===== src/sv/rlbs_pkg.sv =====
// Shared types and constants for the route lookup binary search unit.
// No dependencies; every other file refers to it by scoped names.
`default_nettype none

package rlbs_pkg;

  localparam int unsigned TABLE_DEPTH_DEF = 65536;
  localparam int unsigned IDX_W           = 16;
  localparam int unsigned LEN_W           = 17;
  localparam int unsigned ADDR_W          = 32;
  localparam int unsigned PORT_W          = 8;
  localparam int unsigned CMD_Q_DEPTH     = 2;

  localparam logic MODE_WRITE  = 1'b0;
  localparam logic MODE_LOOKUP = 1'b1;

  typedef enum logic {
    OP_WRITE  = 1'b0,
    OP_LOOKUP = 1'b1
  } op_e;

  // Input beat, fields in interface order (first member is MSB).
  typedef struct packed {
    logic              mode;
    logic [IDX_W-1:0]  entry_index;
    logic [ADDR_W-1:0] entry_prefix;
    logic [ADDR_W-1:0] entry_mask;
    logic [ADDR_W-1:0] entry_next_hop;
    logic [PORT_W-1:0] entry_port;
    logic [ADDR_W-1:0] dest_addr;
  } req_t;

  // Result beat.
  typedef struct packed {
    logic              found;
    logic [IDX_W-1:0]  match_index;
    logic [ADDR_W-1:0] hop_addr;
    logic [PORT_W-1:0] out_port;
  } res_t;

  // Classified command; key is the prefix for a write, the destination for a lookup.
  typedef struct packed {
    op_e               op;
    logic [IDX_W-1:0]  index;
    logic [ADDR_W-1:0] key;
    logic [ADDR_W-1:0] mask;
    logic [ADDR_W-1:0] hop_addr;
    logic [PORT_W-1:0] port;
  } cmd_t;

  // One route table entry.
  typedef struct packed {
    logic [ADDR_W-1:0] prefix;
    logic [ADDR_W-1:0] mask;
    logic [ADDR_W-1:0] hop_addr;
    logic [PORT_W-1:0] port;
  } entry_t;

endpackage

`default_nettype wire


===== src/sv/rlbs_front.sv =====
// Front end: accepts input beats, classifies them into commands and
// queues them for the back end. Depends on rlbs_pkg.
`default_nettype none

module rlbs_front #(
  parameter int unsigned TABLE_DEPTH = rlbs_pkg::TABLE_DEPTH_DEF
) (
  input  wire logic          clk_i,
  input  wire logic          rst_ni,
  input  wire logic          push_i,
  output logic               full_o,
  input  wire rlbs_pkg::req_t req_i,
  output logic               cmd_valid_o,
  output rlbs_pkg::cmd_t     cmd_o,
  input  wire logic          cmd_pop_i
);

  localparam int unsigned QPW = (rlbs_pkg::CMD_Q_DEPTH > 1) ? $clog2(rlbs_pkg::CMD_Q_DEPTH) : 1;
  localparam int unsigned QCW = $clog2(rlbs_pkg::CMD_Q_DEPTH + 1);

  rlbs_pkg::cmd_t cmd_q [rlbs_pkg::CMD_Q_DEPTH];
  logic [QPW-1:0] wr_ptr_q, wr_ptr_d;
  logic [QPW-1:0] rd_ptr_q, rd_ptr_d;
  logic [QCW-1:0] count_q, count_d;

  rlbs_pkg::cmd_t cmd_new;
  logic           accept;
  logic           drop;
  logic           enq;

  // Classify: out-of-range writes are dropped here.
  always_comb begin
    cmd_new.index    = req_i.entry_index;
    cmd_new.mask     = req_i.entry_mask;
    cmd_new.hop_addr = req_i.entry_next_hop;
    cmd_new.port     = req_i.entry_port;
    drop             = 1'b0;
    if (req_i.mode == rlbs_pkg::MODE_LOOKUP) begin
      cmd_new.op  = rlbs_pkg::OP_LOOKUP;
      cmd_new.key = req_i.dest_addr;
    end else begin
      cmd_new.op  = rlbs_pkg::OP_WRITE;
      cmd_new.key = req_i.entry_prefix;
      drop = ({1'b0, req_i.entry_index} >= rlbs_pkg::LEN_W'(TABLE_DEPTH));
    end
  end

  assign full_o      = (count_q == QCW'(rlbs_pkg::CMD_Q_DEPTH));
  assign accept      = push_i && !full_o;
  assign enq         = accept && !drop;
  assign cmd_valid_o = (count_q != '0);
  assign cmd_o       = cmd_q[rd_ptr_q];

  always_comb begin
    wr_ptr_d = wr_ptr_q;
    rd_ptr_d = rd_ptr_q;
    count_d  = count_q;
    if (enq) begin
      wr_ptr_d = (wr_ptr_q == QPW'(rlbs_pkg::CMD_Q_DEPTH - 1)) ? '0 : wr_ptr_q + 1'b1;
    end
    if (cmd_pop_i) begin
      rd_ptr_d = (rd_ptr_q == QPW'(rlbs_pkg::CMD_Q_DEPTH - 1)) ? '0 : rd_ptr_q + 1'b1;
    end
    if (enq && !cmd_pop_i) begin
      count_d = count_q + 1'b1;
    end else if (!enq && cmd_pop_i) begin
      count_d = count_q - 1'b1;
    end
  end

  always_ff @(posedge clk_i or negedge rst_ni) begin
    if (!rst_ni) begin
      wr_ptr_q <= '0;
      rd_ptr_q <= '0;
      count_q  <= '0;
    end else begin
      wr_ptr_q <= wr_ptr_d;
      rd_ptr_q <= rd_ptr_d;
      count_q  <= count_d;
    end
  end

  always_ff @(posedge clk_i) begin
    if (enq) begin
      cmd_q[wr_ptr_q] <= cmd_new;
    end
  end

endmodule

`default_nettype wire


===== config.mk =====
export PLATFORM = sky130hd
export DESIGN_NAME = rlbs_front
export DESIGN_NICKNAME = d
export VERILOG_FILES = /design/src/sv/rlbs_pkg.sv /design/src/sv/rlbs_front.sv
export SDC_FILE = /design/constraint.sdc
export NUM_CORES = 1
export LEC_CHECK = 0
export BUFFER_PORTS_ARGS = -buffer_cell sky130_fd_sc_hd__clkbuf_2
export CORE_MARGIN = 5
export CORE_UTILIZATION = 56
export CTS_CLUSTER_SIZE = 14
export DETAILED_ROUTE_END_ITERATION = 10
export PLACE_DENSITY = 0.9
export SLEW_MARGIN = 25
export SYNTH_ARGS = -nofsm -noshare
export SYNTH_HDL_FRONTEND = slang
export SYNTH_SLANG_ARGS = --single-unit

===== constraint.sdc =====
create_clock -name clk_i -period 19.5 [get_ports clk_i]
set_input_delay 2.925 -clock clk_i [delete_from_list [all_inputs] [get_ports clk_i]]
set_output_delay 2.925 -clock clk_i [all_outputs]
set_load 0.01 [all_outputs]

==> flow_metrics.env <==
export IMPL_synth_common_cells="edfxtp_1, mux2_4, mux2_2, buf_6"
export IMPL_clock_sinks=246
export IMPL_htree_levels=1
export IMPL_area_growth_synth_to_final_pct=23.9
export IMPL_hold_path_class="flop to flop"
export IMPL_rsz0062_at_grt="no"
export IMPL_dp_cells=922
export IMPL_final_nets=883
export IMPL_cts_root_buf="clkbuf_16"
export IMPL_swShare_pct=29.1
export IMPL_cp_arrival_ns=2.95
export IMPL_async_flop_share_pct=1.63
export IMPL_report_power_total_mw=1.74
export IMPL_worstMarginPinSlew_ns=0.972
export IMPL_start_util_pct=56.4
export IMPL_clkPwrFrac_pct=23.9
export IMPL_synth_largest_area_cell="edfxtp_1"
export IMPL_fmax_mhz=170
export IMPL_multi_input_area_sq_um=2120
export IMPL_synth_area_top_cells="edfxtp_1, mux2_4, mux2_2, buf_6, dfrtp_1"
export IMPL_seqPwrFrac_pct=44.4
export IMPL_yosysMostFrequentCell="edfxtp_1"
export IMPL_period_share_pct=30.1
export IMPL_clk_pin_slew_ns=0.06
export IMPL_routed_wl_um=19400
export IMPL_finalSetupTns_ns=0
export IMPL_crit_chain="buf_16, buf_4, mux2_2, clkbuf_2"
export IMPL_port_buffers=279
export IMPL_syn_instance_count=432
export IMPL_setup_viol=0
export IMPL_ctsLongestPathBuffers=3
export IMPL_whs_ns=0.525
export IMPL_wl_per_cell_um=20.0
export IMPL_start_kind="flop"
export IMPL_num_rows=48
export IMPL_grt_usage_pct=19.0
export IMPL_grt_pass1_vias=5657
export IMPL_cts_hold_repair_buffers=0
export IMPL_internal_power_mw=1.23
export IMPL_cp_required_ns=16.57
export IMPL_cts_resized=0
export IMPL_final_cell_area_sq_um=12000
export IMPL_nFillCells=1061
export IMPL_syn_area_sq_um=9650
export IMPL_cp_max_fo=60
export IMPL_irDropWorstVdd_uv=99.7
export IMPL_dp_hpwl_um=13700
export IMPL_ys_ff_latch=246
export IMPL_p_leak_nw=4.84
export IMPL_ant_nets=0
export IMPL_die_w_um=141
export IMPL_ys_types=19
export IMPL_end_kind="primary output"
export IMPL_finalMaxSlewViolations=0
export IMPL_slowest_stage="buf_4"
export IMPL_cts_setup_buffers=0
export IMPL_core_sq_um=17100
export IMPL_avgSynthCellArea_sq_um=22.3
export IMPL_drc=0
export IMPL_ios=280
export IMPL_worst_slack_ns=13.63
export IMPL_drtPass1Iterations=4
export IMPL_grt_overflow_total=0
export IMPL_die_h_um=141
export IMPL_gp_congestion=0.791
export IMPL_cts_made_buffers=25
export IMPL_syn_nets=590
export IMPL_postPlaceCellArea_sq_um=11200
export IMPL_critical_path_max_stage_delay_ns=0.82
export IMPL_path_class="flop to primary output"
export IMPL_status="complete, no violations"
export IMPL_fin_skew_ns=0.0104
export IMPL_antenna_found_initial=0
export IMPL_die_area_sq_um=20000
export IMPL_grt_max_degree=66
export IMPL_layout_drive_gt1_share_pct=63.9
export IMPL_p_per_area_nw_per_um2=145
export IMPL_seq_area_sq_um=7370
export IMPL_num_vias=4983
export IMPL_ys_flop_type="edfxtp_1"
export IMPL_fin_util_pct=69.9
export IMPL_cp_num_buf_inv=3
export IMPL_synth_top_cell_area_share_pct=75.3
export IMPL_cap_violations=0
export IMPL_p_comb_share_pct=31.7
export IMPL_synth_enable_flop_cells=242
export IMPL_yosysSeqAreaShare_pct=76.3
export IMPL_relSlewSlack_pct=35.2
export IMPL_diodes=0
export IMPL_r2r_setup_slack_ns=16.96
export IMPL_via_per_inst=5.15
export IMPL_yosysWarnings=0
export IMPL_dp_slack_ns=13.94
export IMPL_hold_violations=0
export IMPL_clk_latency_ns=0.50
export IMPL_power_switching_mw=0.505
export IMPL_cts_tree="yes"
export IMPL_period_needed_ns=5.87
export IMPL_finalNonFillerCells=967
export IMPL_grt_pass1_wl_um=29500
export IMPL_path_delay_family="buffers and inverters"
export IMPL_drt_initial_drc_count=219
## cell type report
cell class	instances	area share, %
multi-input cells	165	17.7
clock inverters	17	0.743
inverters	3	0.0941
clock buffers	27	5.29
repair buffers	284	12.2
well taps	225	2.35
flip-flops and latches	246	61.6
## kinds of logic after synthesis
logic type,after synthesis,synth area share [%]
XOR/XNOR,5,0.454
adder cells (fa/ha/maj),1,0.130
buffers and inverters,21,1.80
flip-flops,246,76.3
multiplexers,153,21.0
AND/OR/NAND/NOR,6,0.311
## path summary, 6_finish.rpt
path | start | endpoint | cells past startpoint
worst max register to register | count_q[0] | cmd_q[1][42] | 3
worst min register to register | count_q[1] | count_q[1] | 1
worst max-delay path | rd_ptr_q | cmd_o[13] | 4
min in group asynchronous | rst_ni | count_q[1] | 1
worst min-delay path | count_q[1] | count_q[1] | 1
max in group asynchronous | rst_ni | rd_ptr_q | 1
## power groups by stage
stage / Combinational, mW / Sequential, mW / Clock, mW
2_1_floorplan: 0.392 / 0.775 / 0
3_3_place_gp: 0.519 / 0.791 / 0
3_5_place_dp: 0.536 / 0.802 / 0
4_1_cts: 0.538 / 0.793 / 0.425
5_1_grt: 0.589 / 0.782 / 0.453
6_report: 0.551 / 0.771 / 0.415
## sequential cells by signal (all words and copies together), names as in the netlist
signal / flops
cmd_q: 242
count_q: 2
rd_ptr_q: 1
wr_ptr_q: 1
## layout by cell type (no fill, tap or decap), drive strengths merged
cell type / count
nand2: 1
and3: 1
mux2: 153
edfxtp: 242
clkinvlp: 2
ha: 1
clkinv: 14
or2: 1
inv: 4
xnor2: 2
nand2b: 1
xor2: 3
buf: 5
nor2: 2
clkbuf: 306
dfrtp: 4
## per-layer routing
metal	wire (um)	track usage [%]	vias up
met4	604	7.19	0
li1	-	-	2297
met2	10400	34.8	209
met3	1460	4.92	43
met1	6920	21.4	2434
met5	0	0	-
Note: power is estimated with default switching activity, not from simulation.
